`config.mk`:
```
export PLATFORM = sky130hd
export DESIGN_NAME = hnsa_check
export DESIGN_NICKNAME = d
export VERILOG_FILES = /design/src/sv/hnsa_pkg.sv /design/src/sv/hnsa_check.sv
export SDC_FILE = /design/constraint.sdc
export NUM_CORES = 1
export LEC_CHECK = 0
export BUFFER_PORTS_ARGS = -buffer_cell sky130_fd_sc_hd__buf_2
export CORE_AREA = 4 4 104 106
export DETAILED_ROUTE_END_ITERATION = 7
export DIE_AREA = 0 0 108 110
export PLACE_DENSITY = 0.41
export SETUP_SLACK_MARGIN = 0.05
export SYNTH_ARGS = -nofsm -noshare
export SYNTH_HDL_FRONTEND = slang
export SYNTH_SLANG_ARGS = --single-unit
```
`constraint.sdc`:
```
create_clock -name clk -period 2.2 [get_ports clk]
set_input_delay 0.44 -clock clk [delete_from_list [all_inputs] [get_ports clk]]
set_output_delay 0.44 -clock clk [all_outputs]
set_load 0.005 [all_outputs]
```
`src/sv/hnsa_pkg.sv`:
```
// ----------------------------------------------------------------------------
// hnsa_pkg
// Shared types, widths and register codes for the perspective warp address
// generator.
// ----------------------------------------------------------------------------
package hnsa_pkg;

    // frame and field sizes
    localparam int SRC_WIDTH  = 1024;
    localparam int SRC_HEIGHT = 1024;
    localparam int PIX_W      = 10;
    localparam int SRC_MAX    = (SRC_WIDTH > SRC_HEIGHT) ? SRC_WIDTH : SRC_HEIGHT;
    localparam int SRC_LOG    = $clog2(SRC_MAX);
    localparam int QBITS      = (SRC_LOG > PIX_W) ? SRC_LOG : PIX_W;

    // coefficient and datapath widths
    localparam int COEF_W    = 48;
    localparam int NUM_REGS  = 8;
    localparam int CFG_IDX_W = 8;
    localparam int PROD_W    = COEF_W + PIX_W + 1;
    localparam int SUM_W     = PROD_W + 2;
    localparam int N_W       = SUM_W + 2;
    localparam int REM_W     = N_W + QBITS + 1;

    localparam logic [COEF_W-1:0] ONE_Q32 = COEF_W'(64'h1_0000_0000);

    // register indexes
    localparam logic [CFG_IDX_W-1:0] REG_X_PER_COL = 8'd0;
    localparam logic [CFG_IDX_W-1:0] REG_X_PER_ROW = 8'd1;
    localparam logic [CFG_IDX_W-1:0] REG_X_OFFSET  = 8'd2;
    localparam logic [CFG_IDX_W-1:0] REG_Y_PER_COL = 8'd3;
    localparam logic [CFG_IDX_W-1:0] REG_Y_PER_ROW = 8'd4;
    localparam logic [CFG_IDX_W-1:0] REG_Y_OFFSET  = 8'd5;
    localparam logic [CFG_IDX_W-1:0] REG_P_PER_COL = 8'd6;
    localparam logic [CFG_IDX_W-1:0] REG_P_PER_ROW = 8'd7;

    typedef struct packed {
        logic [PIX_W-1:0] dest_col;
        logic [PIX_W-1:0] dest_row;
    } hnsa_in_t;

    typedef struct packed {
        logic [PIX_W-1:0] src_col;
        logic [PIX_W-1:0] src_row;
        logic             inside_res;
    } hnsa_out_t;

    typedef logic signed [COEF_W-1:0] hnsa_coef_t;

    typedef struct packed {
        hnsa_coef_t x_per_col;
        hnsa_coef_t x_per_row;
        hnsa_coef_t x_offset;
        hnsa_coef_t y_per_col;
        hnsa_coef_t y_per_row;
        hnsa_coef_t y_offset;
        hnsa_coef_t p_per_col;
        hnsa_coef_t p_per_row;
    } hnsa_coefs_t;

    // projected numerators and divisor
    typedef struct packed {
        logic signed [SUM_W-1:0] x;
        logic signed [SUM_W-1:0] y;
        logic signed [SUM_W-1:0] z;
    } hnsa_xyz_t;

    // per-item division state
    typedef struct packed {
        logic [REM_W-1:0] rem_c;
        logic [REM_W-1:0] rem_r;
        logic [REM_W-1:0] dsor;
        logic [QBITS-1:0] q_c;
        logic [QBITS-1:0] q_r;
        logic             ok_c;
        logic             ok_r;
    } hnsa_div_t;

endpackage

```
`src/sv/hnsa_check.sv`:
```
// ----------------------------------------------------------------------------
// hnsa_check
// Frame bounds check on the rounded quotients and the output register.
// ----------------------------------------------------------------------------
module hnsa_check
    import hnsa_pkg::*;
(
    input  logic      clk,
    input  logic      rst_n,
    input  logic      in_valid,
    output logic      in_ready,
    input  hnsa_div_t in_data,
    output logic      out_valid,
    input  logic      out_ready,
    output hnsa_out_t out_data
);

    hnsa_out_t res_reg;
    hnsa_out_t res_next;
    logic      valid_reg;
    logic      in_frame;

    // inside test, zero the coordinates when outside
    always_comb
    begin
        in_frame = in_data.ok_c && in_data.ok_r
                   && ((QBITS + 1)'(in_data.q_c) < (QBITS + 1)'(SRC_WIDTH))
                   && ((QBITS + 1)'(in_data.q_r) < (QBITS + 1)'(SRC_HEIGHT));
        res_next.inside_res = in_frame;
        res_next.src_col    = in_frame ? in_data.q_c[PIX_W-1:0] : '0;
        res_next.src_row    = in_frame ? in_data.q_r[PIX_W-1:0] : '0;
    end

    assign in_ready = !valid_reg || out_ready;

    always_ff @(posedge clk or negedge rst_n)
    begin
        if (!rst_n)
        begin
            valid_reg <= 1'b0;
        end
        else if (in_ready)
        begin
            valid_reg <= in_valid;
        end
    end

    always_ff @(posedge clk)
    begin
        if (in_ready && in_valid)
        begin
            res_reg <= res_next;
        end
    end

    assign out_valid = valid_reg;
    assign out_data  = res_reg;

endmodule

```
==> results.md <==
* Outcome: finished, final reports clean
* Final setup skew at approximately 0.0065 ns
* Gr usage total at under 10%
* PnR worst setup slack at 0.726 ns
* Die H at around 110 um
* Syn_area_per_cell at 16.9 sq um
* Main combinational cell family by area after synthesis: simple AND/OR/NAND/NOR gates
* Worst-skew pair later-pin latency at 0.26 ns
* Final Hold Vio Count at 0
* Ys Warns at 0
* Highest Clock Rate at 0.679 GHz
* Post-Synth Simple-Gate Area at 18.8%
* Rel. slew slack at 72.5%
* Die W at 108 um
* Ant. Diodes at 0
* Yosys cell types at 9
* Share of the yosys chip area belonging to registers at a little under 80%
* Final period utilization at about two thirds
* Overflow after GRT at 0
* Leakage at 0.574 nW
* Fraction of layout cells with a size suffix above 1 at 54.0%
* Design Area, Final at approximately 1300 sq um
* Synth Register Bits at 22
* Setup Crit Path Kind: reg -> reg
* Buffers on Ports at 48
* Setup TNS at 0 ns
* Vias in the first global route at 667
* Largest net degree at the start of global routing at 22
* Type of origin of the critical path: flop
* Postcts setup bufs at 0
* # IOs at 271
* Via count at 608
* Reg clk slew, reported paths at 0.07 ns
* Area growth from synthesis to layout at 51.6%
* Pins Over Slew Limit at 0
* Clock buffer depth at 2
* Post-synthesis mux area share at 0%
* Pwr/cell area at ~650 nW/um^2
* Via/cell ratio at 2.61
* Drt wl/cell at 10.4 um
* Synth Area in Compound Gates at 0%
* Placement Setup Slack at 0.534 ns
* Crit path arrival time at 1.43 ns
* Root buf cell: clkbuf_8
* Rows at 36
* Post-Route WL at roughly 2.4 mm
* Post-synthesis net count at 298
* CP Capture Type: flop
* Worst hold slack at 0.376 ns
* Final nets at 349
* Worst Path Max Fanout at 13
* Routability Congestion at 0.642
* Worst EP required at 2.16 ns
* Number of max-cap violations at 0
* Synthesized cell area at 847 sq um
* Peak VDD IR at 0.206 mV
* Cells after Synth at 50
* Initial antenna violation count at 0
* Post-synthesis xor/xnor area fraction at 0%
* CTS H-Tree Depth at 1
* Core area at 9770 sq um
* Minimum clock period at 1.47 ns
* RSZ-0062 raised after global routing: false
* Initial DRC count at 18
* # setup viols final at 0
* Worst Max-Slew Pin Slew at 0.413 ns
* First-pass GRT wire length at 3.63 mm
* DP HPWL at 1.92 mm
* DRC violation count after routing at 0
* Cell Area, Placed at 1230 sq um
* Final Power at approximately 840 uW
* CTS buffer count at 3
* Initial Utilization at between 8 and 9%
* Clk sink count at 22
* DRT Pass-1 Iters at 2
* Hold crit path type: in -> reg
* CTS tree: done
* Adder-Cell Fraction of Synth Area at 0%
* Die area at ~12000 sq um
* Fill cells at 1134
* DRT antenna net count at 0
==> critical path, cell delays in order, from the launching register on <==
cell and delay, ns:
dfrtp_1 0.41, nand2b_4 0.08, and2_1 0.38, buf_4 0.30
==> repair_timing <==
| action | CTS | global route |
|---|---|---|
| endpoints found under the hold margin | 1 | 0 |
| resized for setup | 0 | 0 |
| hold buffers | 1 | 0 |
==> logic make-up (layout without fill, tap and decap cells) <==
group / Yosys count / count (layout)
and+or+nand+nor: 24 / 24
DFF: 22 / 22
buffers and inverters: 4 / 54
==> report_power, final <==
group          total, mW  switching, mW  internal (mW)
combinational     0.0866         0.0436         0.0430
sequential         0.491        0.00642          0.484
clock              0.259          0.130          0.129
total              0.836          0.180          0.656
==> placed cells by master, fill, tap and decap left out <==
cell type      count
nand2b_4           1
clkbuf_1           1
clkbuf_8           3
dfrtp_1            1
edfxtp_1          21
and2_1             2
buf_2             48
buf_4              1
and3_2             1
and3_1            19
dlygate4sd3_1      1
nand2b_1           1
==> state kept, by name, indices dropped and copies added (netlist names) <==
signal / flops
out_data: 21
out_valid: 1
==> routing by layer <==
layer | share of wire, % | GRT usage, % | up-vias
met5 | 0 | 0 | -
met4 | 0 | 1.35 | 0
met3 | 11 | 2.39 | 0
met2 | 48 | 6.04 | 27
met1 | 41 | 5.03 | 294
li1 | - | - | 287
==> cells in the mapped netlist <==
cell      number  share of area (%)
buf_6          2                2.7
and3_1        19                 14
edfxtp_1      21                 74
nand2b_4       1                1.6
nand2b_1       1               0.74
and2_1         2                1.5
and3_2         1               0.89
buf_2          2                1.2
dfrtp_1        1                3.0
==> area by class of cell <==
type / instances / area [sq um] / area share (%)
Tap cell: 133 / 166 / 13.0
Clock buffer: 4 / 45.0 / 3.51
Sequential cell: 22 / 656 / 51.1
Timing Repair Buffer: 50 / 258 / 20.1
Multi-Input combinational cell: 24 / 159 / 12.4
==> per-stage QoR <==
stage	cells	util [%]
after global placement	228	12.6
after floorplan	50	-
after detailed placement	228	12.6
after global routing	233	13.1
final	233	13.1
after CTS	233	13.1
==> path summary, 6_finish.rpt <==
check	start	slack (ns)	cells after the start	end
max	out_valid	0.73	3	out_data[7]
min	in_valid	0.38	2	out_valid
max reg2reg	out_valid	0.73	3	out_data[7]
min reg2reg	out_valid	0.55	2	out_valid
max in group asynchronous	rst_n	1.61	2	out_valid
min in group asynchronous	rst_n	0.50	2	out_valid
(Power assumes the default switching activity.)
