[config.mk]
export PLATFORM = sky130hd
export DESIGN_NAME = hnsa_div_step
export DESIGN_NICKNAME = d
export VERILOG_FILES = /design/src/sv/hnsa_pkg.sv /design/src/sv/hnsa_div_step.sv
export SDC_FILE = /design/constraint.sdc
export NUM_CORES = 1
export LEC_CHECK = 0
export BUFFER_PORTS_ARGS = -buffer_cell sky130_fd_sc_hd__buf_4
export CAP_MARGIN = 20
export CORE_AREA = 2 2 190 192
export CTS_CLUSTER_DIAMETER = 40
export DETAILED_ROUTE_END_ITERATION = 10
export DIE_AREA = 0 0 192 194
export GPL_TIMING_DRIVEN = 0
export HOLD_SLACK_MARGIN = 0.05
export PLACE_DENSITY = 0.78
export RECOVER_POWER = 100
export SLEW_MARGIN = 25
export SYNTH_ARGS = -nofsm -noshare
export SYNTH_HDL_FRONTEND = slang
export SYNTH_SLANG_ARGS = --single-unit
[constraint.sdc]
create_clock -name clk -period 9.6 [get_ports clk]
set_clock_uncertainty 0.05 [all_clocks]
set_input_delay 0 -clock clk [delete_from_list [all_inputs] [get_ports clk]]
set_output_delay 0 -clock clk [all_outputs]
set_load 0.1 [all_outputs]
[src/sv/hnsa_pkg.sv]
// ----------------------------------------------------------------------------
// hnsa_pkg
// Shared types, widths and register codes for the perspective warp address
// generator.
// ----------------------------------------------------------------------------
package hnsa_pkg;

    // frame and field sizes
    localparam int SRC_WIDTH  = 1024;
    localparam int SRC_HEIGHT = 1024;
    localparam int PIX_W      = 10;
    localparam int SRC_MAX    = (SRC_WIDTH > SRC_HEIGHT) ? SRC_WIDTH : SRC_HEIGHT;
    localparam int SRC_LOG    = $clog2(SRC_MAX);
    localparam int QBITS      = (SRC_LOG > PIX_W) ? SRC_LOG : PIX_W;

    // coefficient and datapath widths
    localparam int COEF_W    = 48;
    localparam int NUM_REGS  = 8;
    localparam int CFG_IDX_W = 8;
    localparam int PROD_W    = COEF_W + PIX_W + 1;
    localparam int SUM_W     = PROD_W + 2;
    localparam int N_W       = SUM_W + 2;
    localparam int REM_W     = N_W + QBITS + 1;

    localparam logic [COEF_W-1:0] ONE_Q32 = COEF_W'(64'h1_0000_0000);

    // register indexes
    localparam logic [CFG_IDX_W-1:0] REG_X_PER_COL = 8'd0;
    localparam logic [CFG_IDX_W-1:0] REG_X_PER_ROW = 8'd1;
    localparam logic [CFG_IDX_W-1:0] REG_X_OFFSET  = 8'd2;
    localparam logic [CFG_IDX_W-1:0] REG_Y_PER_COL = 8'd3;
    localparam logic [CFG_IDX_W-1:0] REG_Y_PER_ROW = 8'd4;
    localparam logic [CFG_IDX_W-1:0] REG_Y_OFFSET  = 8'd5;
    localparam logic [CFG_IDX_W-1:0] REG_P_PER_COL = 8'd6;
    localparam logic [CFG_IDX_W-1:0] REG_P_PER_ROW = 8'd7;

    typedef struct packed {
        logic [PIX_W-1:0] dest_col;
        logic [PIX_W-1:0] dest_row;
    } hnsa_in_t;

    typedef struct packed {
        logic [PIX_W-1:0] src_col;
        logic [PIX_W-1:0] src_row;
        logic             inside_res;
    } hnsa_out_t;

    typedef logic signed [COEF_W-1:0] hnsa_coef_t;

    typedef struct packed {
        hnsa_coef_t x_per_col;
        hnsa_coef_t x_per_row;
        hnsa_coef_t x_offset;
        hnsa_coef_t y_per_col;
        hnsa_coef_t y_per_row;
        hnsa_coef_t y_offset;
        hnsa_coef_t p_per_col;
        hnsa_coef_t p_per_row;
    } hnsa_coefs_t;

    // projected numerators and divisor
    typedef struct packed {
        logic signed [SUM_W-1:0] x;
        logic signed [SUM_W-1:0] y;
        logic signed [SUM_W-1:0] z;
    } hnsa_xyz_t;

    // per-item division state
    typedef struct packed {
        logic [REM_W-1:0] rem_c;
        logic [REM_W-1:0] rem_r;
        logic [REM_W-1:0] dsor;
        logic [QBITS-1:0] q_c;
        logic [QBITS-1:0] q_r;
        logic             ok_c;
        logic             ok_r;
    } hnsa_div_t;

endpackage

[src/sv/hnsa_div_step.sv]
// ----------------------------------------------------------------------------
// hnsa_div_step
// One registered restoring division step for both coordinates: subtract the
// shifted divisor when it fits, append a quotient bit, halve the divisor.
// ----------------------------------------------------------------------------
module hnsa_div_step
    import hnsa_pkg::*;
(
    input  logic      clk,
    input  logic      rst_n,
    input  logic      in_valid,
    output logic      in_ready,
    input  hnsa_div_t in_data,
    output logic      out_valid,
    input  logic      out_ready,
    output hnsa_div_t out_data
);

    hnsa_div_t step_reg;
    hnsa_div_t step_next;
    logic      valid_reg;
    logic      fit_c;
    logic      fit_r;

    // compare and subtract
    always_comb
    begin
        fit_c          = (in_data.rem_c >= in_data.dsor);
        fit_r          = (in_data.rem_r >= in_data.dsor);
        step_next      = in_data;
        step_next.rem_c = fit_c ? in_data.rem_c - in_data.dsor : in_data.rem_c;
        step_next.rem_r = fit_r ? in_data.rem_r - in_data.dsor : in_data.rem_r;
        step_next.q_c  = {in_data.q_c[QBITS-2:0], fit_c};
        step_next.q_r  = {in_data.q_r[QBITS-2:0], fit_r};
        step_next.dsor = in_data.dsor >> 1;
    end

    assign in_ready = !valid_reg || out_ready;

    always_ff @(posedge clk or negedge rst_n)
    begin
        if (!rst_n)
        begin
            valid_reg <= 1'b0;
        end
        else if (in_ready)
        begin
            valid_reg <= in_valid;
        end
    end

    always_ff @(posedge clk)
    begin
        if (in_ready && in_valid)
        begin
            step_reg <= step_next;
        end
    end

    assign out_valid = valid_reg;
    assign out_data  = step_reg;

endmodule

==> flow_summary.yaml <==
die:
  die_x_um: 192
  rows: 69
  die_h_um: 194
  num_io_pins: 494
  die_area_mm2: 0.0372
  core_area_mm2: 0.0352
  initial_utilization_pct: 50.7
sta:
  setup_viol: 0
  worst_slack_ps: 2210
  slew_violations: 141
  hold_violations: 0
  max_freq_mhz: 135
  worstMarginPinSlew_ps: 3100
  rsz0062_at_grt: "false"
  tns_ps: 0
  hold_slack_ps: 152
  fin_crit_ps: 7390
  relSlewSlack_pct: -107
  fin_crit_sh_pct: 76.9
synth:
  synth_top_family_by_area: "compound AO/OA/AOI/OAI gates"
  syn-cell-area_mm2: 0.0179
  yosys.area_share.adder_pct: 10.6
  synth_flop_cell: "edfxtp_1"
  ys_ff_latch: 244
  synth_warnings: 0
  synth-simple-area-share_pct: 13.3
  synth_compound_area_share_pct: 21.8
  synthMuxAreaShare_pct: 1.32
  syn-num-nets: 2345
  synth_xor_area_share_pct: 6.91
  synthArstFlopShare_pct: 0.410
  seq_area_frac_synth_pct: 41.0
  synthDistinctLibCells: 67
  avgSynthCellArea_um2: 9.18
  syn_inst: 1947
  synth-edff-count: 243
worst_hold_path:
  min_path_type: "in -> reg"
  hold_start: "in_data[6]"
route:
  viasPerCell: 5.88
  firstDrtPassIters: 6
  wl_per_cell_um: 21.7
  ant_nets: 0
  wl_um: 69900
  dr_total_vias: 18900
  drc: 0
  drtIter0Drc: 1877
final_layout:
  nNetsFinal: 3125
  area_growth_pct: 38.5
  drive_gt1_share_pct: 11.2
global_route:
  grt-ovfl-total: 0
  grt.total_usage_pct: 36.4
  grt_max_degree: 59
  grt_pass1_wl_um: 105000
  antenna_found_initial: 1
  grt_pass1_vias: 18500
worst_setup_path:
  r2r_start: "out_valid"
  r2r_slack_ps: 4170
  critPathKind: "in -> reg"
  cp-startpoint: "in_data[96]"
  required_ps: 9830
  crit_fanout: 10
  cp.arrival_ps: 7620
  cp-endpoint: "out_data[96]"
  cp-start-kind: "input pin"
  rr_worst_depth: 4
  endpoint_kind: "register"
  worstReg2RegEnd: "out_data[86]"
power:
  p_leak_nw: 10.1
  internal-power_mw: 2.59
  netSwitchingFraction_pct: 41.7
  pwr_density_cell_mw_per_mm2: 179
  combPwrFrac_pct: 39.7
  switchingPower_mw: 1.85
  ir_drop_uv: 212
  pwr-share-clk_pct: 30.3
  total_power_mw: 4.44
  seq_power_share_pct: 30.0
placement:
  portBuffers: 490
  place_congestion: 0.979
  dp_hpwl_um: 51300
  post-place-ws_ps: 4780
clock_tree:
  cts_tree: "yes"
  clock-sinks: 244
  cts_buffer_depth: 3
  worstSkewPairLatency_ps: 530
  cts_buffers: 37
  root_buffer: "clkbuf_16"
  path_clk_slew_ps: 60
  cts_max_level: 2
  postCtsSetupBuffers: 0
run_status:
  status: "complete, but fails checks"
  violations: "max-capacitance violations, max-slew violations"
run:
  cap_violations: 3
## flip-flops by register name (all words and copies together), names as in the netlist
signal     flops
out_data     243
out_valid      1
## synthesized netlist by cell type, types with 5 or more instances
library cell / count / area (um2)
and3_1: 11 / 68.8
o211ai_1: 10 / 75.1
nand4_1: 53 / 332
a31oi_1: 18 / 113
clkbuf_2: 6 / 30.0
buf_6: 6 / 67.6
a21o_1: 56 / 420
inv_1: 127 / 477
a21oi_1: 237 / 1190
nor3_1: 17 / 85.1
o21a_1: 14 / 105
mux2_2: 21 / 236
nor4_1: 12 / 75.1
nor2_1: 140 / 526
clkbuf_1: 68 / 255
buf_1: 7 / 26.3
a31o_2: 5 / 43.8
xnor2_1: 86 / 753
o21ai_1: 5 / 25.0
nand2b_1: 14 / 87.6
nor2b_1: 9 / 56.3
xor2_1: 55 / 482
buf_2: 11 / 55.1
nand2_1: 194 / 728
a21boi_0: 9 / 67.6
a41oi_1: 6 / 52.6
o31ai_1: 13 / 97.6
or4_1: 7 / 52.6
a211oi_1: 11 / 82.6
edfxtp_1: 243 / 7300
o21bai_1: 33 / 248
a221oi_1: 11 / 96.3
ha_1: 148 / 1850
nand3_1: 47 / 235
o21ai_0: 169 / 846
and2_1: 11 / 68.8
## metal layers
layer / global-route usage (%) / wire [um]
met1: 45.9 / 27200
met2: 62.4 / 33600
met3: 5.76 / 6140
met4: 14.4 / 2980
met5: 0 / 0
## cell usage in the layout (no fill, tap or decap), drive strengths merged, types with 6 or more instances in the layout
cell type and n:
a211oi 12, a21boi 9, a21o 56, a21oi 237
a221oi 13, a31oi 19, a41oi 6, and2 11
and3 11, buf 162, clkbuf 473, clkinv 9
dlygate4sd3 247, edfxtp 243, ha 148, inv 134
mux2 21, nand2 194, nand2b 14, nand3 47
nand4 53, nor2 140, nor2b 9, nor3 17
nor4 12, o211ai 10, o21a 14, o21ai 174
o21bai 33, o31ai 13, or4 7, xnor2 86
xor2 55
## power groups by stage
stage | clock (mW) | combinational (mW) | sequential (mW)
floorplan | 0 | 0.649 | 1.97
global placement | 0 | 1.70 | 1.37
detailed placement | 0 | 1.72 | 1.35
CTS | 1.35 | 1.81 | 1.33
global route | 1.40 | 1.86 | 1.34
finish | 1.35 | 1.76 | 1.33
## timing repair
item | 4_1_cts | 5_1_grt
hold endpoints to repair | 243 | 0
gates resized for setup | 0 | 0
hold buffers | 247 | 0
## area by class of cell
cell class / instances / area [um2]
plain buffers: 100 / 397
inverters: 127 / 477
clock inverters: 24 / 270
repair buffers: 741 / 5170
diodes: 1 / 2.50
well taps: 461 / 577
flip-flops and latches: 244 / 7320
multi-input cells: 1476 / 9600
fillers: 2908 / 10500
clock buffers: 41 / 941
## how the worst min path moves through the flow
stage,cells past startpoint,slack [ps],end
global placement,1,-270,out_valid
CTS,2,120,out_data[21]
detailed placement,1,-270,out_valid
floorplan,0,-350,out_valid
finish,2,150,out_data[7]
global route,2,160,out_data[17]
## through the flow
step,util (%),area (um2),instances
after floorplan,-,17900,1947
after global placement,62.8,22100,2898
after detailed placement,63.1,22200,2902
after CTS,73.6,25900,3214
after global routing,70.3,24800,3215
final,70.3,24800,3215
## logic make-up after synthesis
kind of cell | Yosys count
xor gates and xnor gates | 141
AOI/OAI and AO/OA | 640
adders and majority gates | 150
muxes | 21
other | 1
buffers and inverters | 227
DFF | 244
and+or+nand+nor | 523
## worst max-delay path, stage by stage
cell	delay (ps)
dlygate4sd3_1	540
clkbuf_4	150
inv_1	60
ha_1	180
inv_1	60
fa_1	410
a21o_1	200
a221o_1	350
a221oi_1	930
o22ai_1	320
o41ai_1	840
o211ai_1	390
and3_1	260
nor2_1	180
o21a_1	140
clkbuf_1	750
clkbuf_1	890
buf_6	270
o21ai_0	100
dlygate4sd3_1	580
(Power assumes the default switching activity.)
