File: config.mk
export PLATFORM = sky130hd
export DESIGN_NAME = hnsa_prep
export DESIGN_NICKNAME = d
export VERILOG_FILES = /design/src/sv/hnsa_pkg.sv /design/src/sv/hnsa_prep.sv
export SDC_FILE = /design/constraint.sdc
export NUM_CORES = 1
export LEC_CHECK = 0
export BUFFER_PORTS_ARGS = -buffer_cell sky130_fd_sc_hd__buf_2
export CAP_MARGIN = 40
export CORE_MARGIN = 5
export CORE_UTILIZATION = 34
export DETAILED_ROUTE_END_ITERATION = 12
export MAX_ROUTING_LAYER = met4
export PLACE_DENSITY_LB_ADDON = 0.1
export RECOVER_POWER = 25
export SYNTH_ARGS = -nofsm -noshare
export SYNTH_HDL_FRONTEND = slang
export SYNTH_SLANG_ARGS = --single-unit
export TNS_END_PERCENT = 100
File: constraint.sdc
create_clock -name clk -period 5.44 [get_ports clk]
set_input_delay 1.088 -clock clk [delete_from_list [all_inputs] [get_ports clk]]
set_output_delay 1.088 -clock clk [all_outputs]
set_load 0.05 [all_outputs]
File: src/sv/hnsa_pkg.sv
// ----------------------------------------------------------------------------
// hnsa_pkg
// Shared types, widths and register codes for the perspective warp address
// generator.
// ----------------------------------------------------------------------------
package hnsa_pkg;

    // frame and field sizes
    localparam int SRC_WIDTH  = 1024;
    localparam int SRC_HEIGHT = 1024;
    localparam int PIX_W      = 10;
    localparam int SRC_MAX    = (SRC_WIDTH > SRC_HEIGHT) ? SRC_WIDTH : SRC_HEIGHT;
    localparam int SRC_LOG    = $clog2(SRC_MAX);
    localparam int QBITS      = (SRC_LOG > PIX_W) ? SRC_LOG : PIX_W;

    // coefficient and datapath widths
    localparam int COEF_W    = 48;
    localparam int NUM_REGS  = 8;
    localparam int CFG_IDX_W = 8;
    localparam int PROD_W    = COEF_W + PIX_W + 1;
    localparam int SUM_W     = PROD_W + 2;
    localparam int N_W       = SUM_W + 2;
    localparam int REM_W     = N_W + QBITS + 1;

    localparam logic [COEF_W-1:0] ONE_Q32 = COEF_W'(64'h1_0000_0000);

    // register indexes
    localparam logic [CFG_IDX_W-1:0] REG_X_PER_COL = 8'd0;
    localparam logic [CFG_IDX_W-1:0] REG_X_PER_ROW = 8'd1;
    localparam logic [CFG_IDX_W-1:0] REG_X_OFFSET  = 8'd2;
    localparam logic [CFG_IDX_W-1:0] REG_Y_PER_COL = 8'd3;
    localparam logic [CFG_IDX_W-1:0] REG_Y_PER_ROW = 8'd4;
    localparam logic [CFG_IDX_W-1:0] REG_Y_OFFSET  = 8'd5;
    localparam logic [CFG_IDX_W-1:0] REG_P_PER_COL = 8'd6;
    localparam logic [CFG_IDX_W-1:0] REG_P_PER_ROW = 8'd7;

    typedef struct packed {
        logic [PIX_W-1:0] dest_col;
        logic [PIX_W-1:0] dest_row;
    } hnsa_in_t;

    typedef struct packed {
        logic [PIX_W-1:0] src_col;
        logic [PIX_W-1:0] src_row;
        logic             inside_res;
    } hnsa_out_t;

    typedef logic signed [COEF_W-1:0] hnsa_coef_t;

    typedef struct packed {
        hnsa_coef_t x_per_col;
        hnsa_coef_t x_per_row;
        hnsa_coef_t x_offset;
        hnsa_coef_t y_per_col;
        hnsa_coef_t y_per_row;
        hnsa_coef_t y_offset;
        hnsa_coef_t p_per_col;
        hnsa_coef_t p_per_row;
    } hnsa_coefs_t;

    // projected numerators and divisor
    typedef struct packed {
        logic signed [SUM_W-1:0] x;
        logic signed [SUM_W-1:0] y;
        logic signed [SUM_W-1:0] z;
    } hnsa_xyz_t;

    // per-item division state
    typedef struct packed {
        logic [REM_W-1:0] rem_c;
        logic [REM_W-1:0] rem_r;
        logic [REM_W-1:0] dsor;
        logic [QBITS-1:0] q_c;
        logic [QBITS-1:0] q_r;
        logic             ok_c;
        logic             ok_r;
    } hnsa_div_t;

endpackage

File: src/sv/hnsa_prep.sv
// ----------------------------------------------------------------------------
// hnsa_prep
// Forms the rounding numerators 2x+z, 2y+z and divisor 2z, then sorts each
// coordinate into in-range, rounds-to-zero or outside before the divider.
// ----------------------------------------------------------------------------
module hnsa_prep
    import hnsa_pkg::*;
(
    input  logic      clk,
    input  logic      rst_n,
    input  logic      in_valid,
    output logic      in_ready,
    input  hnsa_xyz_t in_data,
    output logic      out_valid,
    input  logic      out_ready,
    output hnsa_div_t out_data
);

    logic signed [N_W-1:0] nc_reg;
    logic signed [N_W-1:0] nr_reg;
    logic signed [N_W-1:0] d_reg;
    logic                  zpos_reg;
    logic                  a_valid_reg;
    logic                  a_ready;
    hnsa_div_t             div_reg;
    hnsa_div_t             div_next;
    logic                  b_valid_reg;
    logic                  b_ready;
    logic [REM_W-1:0]      d_u;
    logic [REM_W-1:0]      nc_mag;
    logic [REM_W-1:0]      nr_mag;

    assign b_ready  = !b_valid_reg || out_ready;
    assign a_ready  = !a_valid_reg || b_ready;
    assign in_ready = a_ready;

    // stage a: numerators and divisor
    always_ff @(posedge clk or negedge rst_n)
    begin
        if (!rst_n)
        begin
            a_valid_reg <= 1'b0;
        end
        else if (a_ready)
        begin
            a_valid_reg <= in_valid;
        end
    end

    always_ff @(posedge clk)
    begin
        if (a_ready && in_valid)
        begin
            nc_reg   <= (N_W'(in_data.x) <<< 1) + N_W'(in_data.z);
            nr_reg   <= (N_W'(in_data.y) <<< 1) + N_W'(in_data.z);
            d_reg    <= N_W'(in_data.z) <<< 1;
            zpos_reg <= (in_data.z > $signed(SUM_W'(0)));
        end
    end

    // stage b: classify each coordinate
    always_comb
    begin
        d_u    = REM_W'(unsigned'(d_reg));
        nc_mag = nc_reg[N_W-1] ? REM_W'(unsigned'(-REM_W'(nc_reg)))
                               : REM_W'(unsigned'(nc_reg));
        nr_mag = nr_reg[N_W-1] ? REM_W'(unsigned'(-REM_W'(nr_reg)))
                               : REM_W'(unsigned'(nr_reg));
        div_next.dsor = d_u << (QBITS - 1);
        div_next.q_c  = '0;
        div_next.q_r  = '0;
        // negative numerator smaller than divisor truncates to zero
        if (!zpos_reg)
        begin
            div_next.ok_c  = 1'b0;
            div_next.rem_c = '0;
        end
        else if (nc_reg[N_W-1])
        begin
            div_next.ok_c  = (nc_mag < d_u);
            div_next.rem_c = '0;
        end
        else
        begin
            div_next.ok_c  = (nc_mag < (d_u << QBITS));
            div_next.rem_c = div_next.ok_c ? nc_mag : '0;
        end
        if (!zpos_reg)
        begin
            div_next.ok_r  = 1'b0;
            div_next.rem_r = '0;
        end
        else if (nr_reg[N_W-1])
        begin
            div_next.ok_r  = (nr_mag < d_u);
            div_next.rem_r = '0;
        end
        else
        begin
            div_next.ok_r  = (nr_mag < (d_u << QBITS));
            div_next.rem_r = div_next.ok_r ? nr_mag : '0;
        end
    end

    always_ff @(posedge clk or negedge rst_n)
    begin
        if (!rst_n)
        begin
            b_valid_reg <= 1'b0;
        end
        else if (b_ready)
        begin
            b_valid_reg <= a_valid_reg;
        end
    end

    always_ff @(posedge clk)
    begin
        if (b_ready && a_valid_reg)
        begin
            div_reg <= div_next;
        end
    end

    assign out_valid = b_valid_reg;
    assign out_data  = div_reg;

endmodule

==> results of run 1 <==
-- cells in the final DEF (no fill, tap or decap), drive strengths merged, types with 14 or more instances in the layout --
cell type / n
nand2: 155
a21o: 153
clkbuf: 113
nor2b: 140
o21a: 16
nand3: 50
nand2b: 24
edfxtp: 397
or2: 14
or4: 20
nor4: 39
o21bai: 30
a21oi: 202
nor2: 119
conb: 76
ha: 368
buf: 389
a31oi: 22
o41ai: 25
xor2: 47
nand4: 79
inv: 128
o31ai: 40
nor3: 34
o21ai: 159
xnor2: 180
clkinv: 19
-- area by class of cell --
cell class,count,area (sq um),area share (%)
Clock inverter,33,239.0,0.7123
Sequential cell,399,11970,35.68
Antenna cell,4,10.01,0.02984
Timing Repair Buffer,453,2375,7.078
Tap cell,1080,1351,4.028
Inverter,121,454.2,1.354
Clock buffer,49,1184,3.528
Multi-Input combinational cell,2162,15970,47.59
-- worst min path at each step --
stage / depth (start not counted) / startpoint / slack (ps) / to
floorplan: 0 / d_reg[2] / 430 / out_data[33]
global placement: 0 / d_reg[58] / 440 / out_data[89]
detailed placement: 0 / d_reg[61] / 440 / out_data[92]
CTS: 1 / rst_n / 240 / out_valid
global route: 1 / rst_n / 270 / out_valid
finish: 1 / rst_n / 280 / out_valid
-- stage by stage --
stage | cells | instance area (sq um) | worst slack [ps]
3_5_place_dp | 4210 | 32060 | -34.48
2_1_floorplan | 2788 | 28780 | 553.0
3_3_place_gp | 4209 | 32030 | 29.67
6_report | 4301 | 33550 | 184.3
5_1_grt | 4299 | 33540 | 2.689
4_1_cts | 4292 | 33500 | 62.63
-- power breakdown --
part           total, mW  switching, mW  internal (mW)
logic               3.78           2.52           1.26
clock network       2.95           1.28           1.68
registers           4.10          0.282           3.81
-- metal layers --
metal  track usage [%]  up-vias
met2             35.55      790
met3             2.412      117
li1                  -    11120
met5                 -        -
met1             37.06    11560
met4             4.467        0
-- cell families after synthesis --
logic type / count (synthesis)
AND/OR/NAND/NOR: 738
buffers and inverters: 227
XOR/XNOR: 227
multiplexers: 2
other: 1
flip-flops: 399
adder cells (fa/ha/maj): 370
AO/OA/AOI/OAI: 749
-- worst max-delay path: stages, from the launching register on --
cell and delay [ps]:
edfxtp_1 440, or4_4 570, or4_1 500, nor4b_4 290, buf_4 180, nand3_2 90, or2_1 330, nand2b_2 260
o31ai_2 270, xnor2_2 200, ha_1 310, and4_1 230, and2_1 180, o21ai_0 130, nand3_1 140, a21oi_2 210
o2111ai_1 150, o31a_1 360, o31ai_1 210
-- timing repair --
| item | CTS | global route |
|---|---|---|
| pin swaps | 0 | 3 |
| setup buffers | 0 | 5 |
| cloned | 0 | 0 |
| setup endpoints to repair | 3 | 126 |
| gates resized for setup | 3 | 21 |
==> flow_summary.yaml, run 1 <==
run_status:
  status: "finished with violations"
  violations: "capacitance limit, slew limit"
synthesis:
  syn_area_per_cell_sq_um: 10.50
  netlist_instances: 2713
  yosysTopAreaCell: "edfxtp_1"
  synth_xor_area_share_pct: 6.978
  ys_ff_latch: 399
  async_reset_ff_share_pct: 0.5013
  synth.distinct_cells: 84
  ys_warn_count: 0
  synth-adder-area-share_pct: 16.30
  muxShareOfSynthArea_pct: 0.07026
  yosysMostFrequentCell: "edfxtp_1"
  ys_top_cells_by_area: "edfxtp_1 42%, ha_1 16%, xnor2_1 5.5%, a21o_1 4.0%, a21oi_1 3.5%"
  synth_ff_type: "edfxtp_1"
  synth_compound_gate_area_share_pct: 17.09
  synthesis.area_sq_um: 28490
  synthSimpleGateAreaFrac_pct: 14.08
  synth_top_family_by_area: "compound AO/OA/AOI/OAI gates"
  seq_area_frac_synth_pct: 42.02
  ys_top_cells_by_count: "397 x edfxtp_1, 368 x ha_1, 202 x a21oi_1, 180 x xnor2_1, 154 x nand2_1"
  synth-edff-count: 397
  yosysTopAreaCellShare_pct: 41.84
power_and_ir_drop:
  p_leak_nw: 14.07
  cellPowerDensity_nw_per_um2: 322.9
  peakVddDrop_mv: 0.2108
  p_total_mw: 10.83
floorplan:
  rows: 106
  coreArea_sq_um: 83420
  die_x_um: 299.5
  die_y_um: 299.5
  die-area_sq_um: 89690
  start_util_pct: 34.15
  num_io_pins: 433
setup_path:
  crit_type: "flip-flop to flip-flop"
  endpoint_kind: "flip-flop"
  r2r_cells: 18
  required_ps: 5820
  crit_end: "out_data[0]"
  crit_arrival_ps: 5630
  cp_max_fo: 5
  timing.rr.end: "out_data[0]"
  crit_start: "nr_reg[8]"
  cp-start-kind: "flip-flop"
  reg2reg_from: "nr_reg[8]"
  r2r_slack_ps: 180
placed_design:
  port_buffers: 400
  gp_congestion: 0.9452
  dp_hpwl_um: 93660
timing:
  hold_viol: 0
  whs_ps: 284.9
  fin_tns_setup_ps: 0
  finalMaxSlewViolations: 94
  setup_viol: 0
  fmaxAchievable_mhz: 190.3
  finalCriticalPeriod_ps: 5256
  clock_skew_ps: 38.86
  relSlewSlack_pct: -135.2
  tightest_slew_ps: 3528
  fin_crit_sh_pct: 96.61
  rsz0062_at_grt: "no"
clock_network:
  insertion_delay_ps: 590
  cts_made_buffers: 45
  htree_levels: 2
  clock-root-buffer: "clkbuf_16"
  cts_tree: "yes"
  clockBufferDepth: 3
  cts_sinks: 399
  path_clk_slew_ps: 70
  cts_hold_buffers: 0
cells_and_area:
  largest_reg_flops: 211
  syn_to_final_growth_pct: 17.75
  fillers: 8273
  post-route-util_pct: 40.22
  drive_above_1_share_pct: 15.95
  final_nets: 3739
detailed_routing:
  drt_iter0_drc: 1965
  drt_wl_total_um: 111100
  avgRoutedWirePerCell_um: 25.83
  drt_pre_antenna_iters: 5
  drc: 0
  vias: 23580
  wl_met1_um: 56510
  avgViaCountPerCell: 5.483
  met3_wirelength_um: 5310
  ant_nets: 0
  route.top_layer_used: "met4"
  routed-wl-met2_um: 47260
global_route:
  grt_pass1_wl_um: 158400
  grt_max_degree: 86
  grt_usage_pct: 24.38
  grt_pass1_vias: 23010
  grt_overflow: 0
  antenna_found_initial: 8
run:
  cap_violations: 2
worst_hold_path:
  hp-class: "input pin to async pin"
(Power assumes the default switching activity.)
==> run 2, diff against run 1 <==
Settings changed: ABC_AREA set to 1.
==> flow_summary.yaml, run 2 <==
run_status:
  status: "finished with violations"
  violations: "capacitance limit, slew limit"
timing:
  hold_viol: 0
  fin_crit_sh_pct: 91.26
  tightest_slew_ps: 2221
  fmaxAchievable_mhz: 201.4
  clock_skew_ps: 27.83
  relSlewSlack_pct: -48.10
  fin_tns_setup_ps: 0
  rsz0062_at_grt: "no"
  setup_viol: 0
  finalMaxSlewViolations: 101
  finalCriticalPeriod_ps: 4964
cells_and_area:
  final_common_cell: "nand2_1"
  largest_reg_flops: 211
  post-route-util_pct: 39.84
  drive_above_1_share_pct: 12.99
  final_nets: 4727
  syn_to_final_growth_pct: 15.91
  layout_common_cells: "581 x nand2_1, 527 x inv_1, 414 x nor2_1"
  final_cell_area_sq_um: 36020
clock_network:
  cts_sinks: 399
  cts_made_buffers: 46
  cts_tree: "yes"
  cts_resized: 0
  clock-root-buffer: "clkbuf_16"
  insertion_delay_ps: 600
  postCtsSetupRepairBufs: 0
  htree_levels: 2
  cts_hold_buffers: 0
  clockBufferDepth: 3
  path_clk_slew_ps: 60
setup_path:
  reg2reg_from: "nc_reg[0]"
  crit_arrival_ps: 5270
  crit_start: "nc_reg[0]"
  crit_type: "flip-flop to flip-flop"
  critPathTopFamily: "simple AND/OR/NAND/NOR gates"
  cp_common_cell: "nand2_2"
  cp_max_fo: 63
  path_cells: "inv_2 -> ha_1 -> nand2_2 -> nor2_4 -> nand2_2 -> nor2_4 -> nand2_2 -> nor2_4 -> nand4_1 -> or2_1 -> nor2_2 -> nand3_1 -> nor3_1 -> ha_1 -> nand4_1 -> nor3_1 -> nand2_1 -> nor4_1 -> inv_1 -> nor4_1 -> nand2_1 -> nand2_2 -> buf_12 -> nor2_1"
  cp-start-kind: "flip-flop"
  cp_slowest_cell: "nor3_1"
  path_buf_inv: 3
  required_ps: 5740
  max_stage_delay_ps: 520
  endpoint_kind: "flip-flop"
synthesis:
  synthesis.area_sq_um: 31080
  netlist_instances: 3685
  synth_compound_gate_area_share_pct: 11.99
  yosysTopAreaCellShare_pct: 38.36
  ys_top_cells_by_area: "edfxtp_1 38%, ha_1 15%, nand2_1 7.0%, inv_1 6.4%, nor2_1 5.0%"
  ys_ff_latch: 399
  synth_ff_type: "edfxtp_1"
  synth_top_family_by_area: "simple AND/OR/NAND/NOR gates"
  muxShareOfSynthArea_pct: 0
  seq_area_frac_synth_pct: 38.52
  yosysTopAreaCell: "edfxtp_1"
  synthSimpleGateAreaFrac_pct: 20.30
  async_reset_ff_share_pct: 0.5013
  yosysMostFrequentCell: "nand2_1"
  synth-adder-area-share_pct: 14.94
  synth_xor_area_share_pct: 6.212
  syn_area_per_cell_sq_um: 8.433
  ys_top_cells_by_count: "581 x nand2_1, 528 x inv_1, 414 x nor2_1, 397 x edfxtp_1, 368 x ha_1"
  synth-edff-count: 397
  synth.distinct_cells: 64
  ys_warn_count: 0
global_route:
  antenna_found_initial: 5
  grt_overflow: 0
  grt_usage_pct: 26.26
  grt_pass1_wl_um: 184100
  grt_max_degree: 94
  grt_pass1_vias: 27680
placed_design:
  gp_congestion: 0.9797
  port_buffers: 400
  dp_hpwl_um: 109300
  post_dp_cell_area_sq_um: 34680
floorplan:
  die-area_sq_um: 97550
  start_util_pct: 34.37
  num_io_pins: 433
  rows: 110
  die_y_um: 312.3
  die_x_um: 312.3
  coreArea_sq_um: 90420
detailed_routing:
  ant_nets: 0
  avgViaCountPerCell: 5.159
  drc: 0
  drt_iter0_drc: 2245
  avgRoutedWirePerCell_um: 24.05
  drt_pre_antenna_iters: 6
  vias: 27750
  drt_wl_total_um: 129400
power_and_ir_drop:
  seqPwrFrac_pct: 35.9
  peakVddDrop_mv: 0.2164
  cellPowerDensity_nw_per_um2: 325.4
  switching_power_mw: 4.840
  combPwrFrac_pct: 37.6
  power_frac_clock_pct: 26.6
  p_leak_nw: 16.08
  p_int_mw: 6.881
  p_sw_share_pct: 41.29
run:
  cap_violations: 2
worst_hold_path:
  hp-class: "input pin to async pin"
==> run 2: cell count changes after synthesis, sizes merged, moves of 52 or more <==
| cell | change |
|---|---|
| a21o | -135 |
| a21oi | +97 |
| clkbuf | -55 |
| inv | +426 |
| nand2 | +444 |
| nand3 | +84 |
| nor2 | +357 |
| nor2b | -140 |
| o21ai | +52 |
| xnor2 | -135 |
| xor2 | +125 |
==> run 2: cells by family (layout without fill, tap and decap cells) <==
group | Yosys count | after routing
xor gates and xnor gates | 217 | 217
DFF | 399 | 399
adders and majority gates | 370 | 370
and+or+nand+nor | 1424 | 1424
other | 1 | 77
AOI/OAI and AO/OA | 662 | 662
buffers and inverters | 612 | 1055
==> run 2: routing by layer <==
metal  wire length [um]  part of all wire [%]  track usage [%]
met5                  0                     0                -
met4               4085                   3.2            7.165
met3               6458                   5.0            2.365
met2              60450                    47            43.01
met1              58380                    45            35.15
==> run 2: area by class of cell <==
type,instances,area [sq um]
fill,9524,54400
multi-input combinational,2749,16910
sequential,399,11970
timing repair buffer,425,2155
inverter,549,2062
tap,1176,1471
clock buffer,57,1214
clock inverter,24,234.0
antenna,1,2.502
==> run 2: path summary, 6_finish.rpt <==
kind                       cells past startpoint            end  slack [ps]
max                                           24  out_data[126]         480
min                                            1    a_valid_reg         270
max reg2reg                                   24  out_data[126]         480
min reg2reg                                    0   out_data[79]         450
max in group asynchronous                      1      out_valid        5050
min in group clk                               0   out_data[79]         450
==> run 2: stage by stage <==
stage	cells	total power, mW	worst slack (ps)	hold WS, ps
after floorplan	3760	7.126	294.5	426.4
after global placement	5296	8.616	341.0	434.2
after detailed placement	5298	8.631	393.5	434.8
after CTS	5379	11.78	375.0	235.5
after global routing	5380	12.37	73.64	271.9
final	5380	11.72	475.6	270.1
==> run 2: power by group through the flow <==
stage          sequential, mW  combinational (mW)  clock (mW)
6_report                 4.20                4.40        3.11
5_1_grt                  4.23                4.83        3.31
4_1_cts                  4.19                4.39        3.20
3_5_place_dp             4.26                4.38           0
3_3_place_gp             4.25                4.36           0
2_1_floorplan            4.72                2.41           0
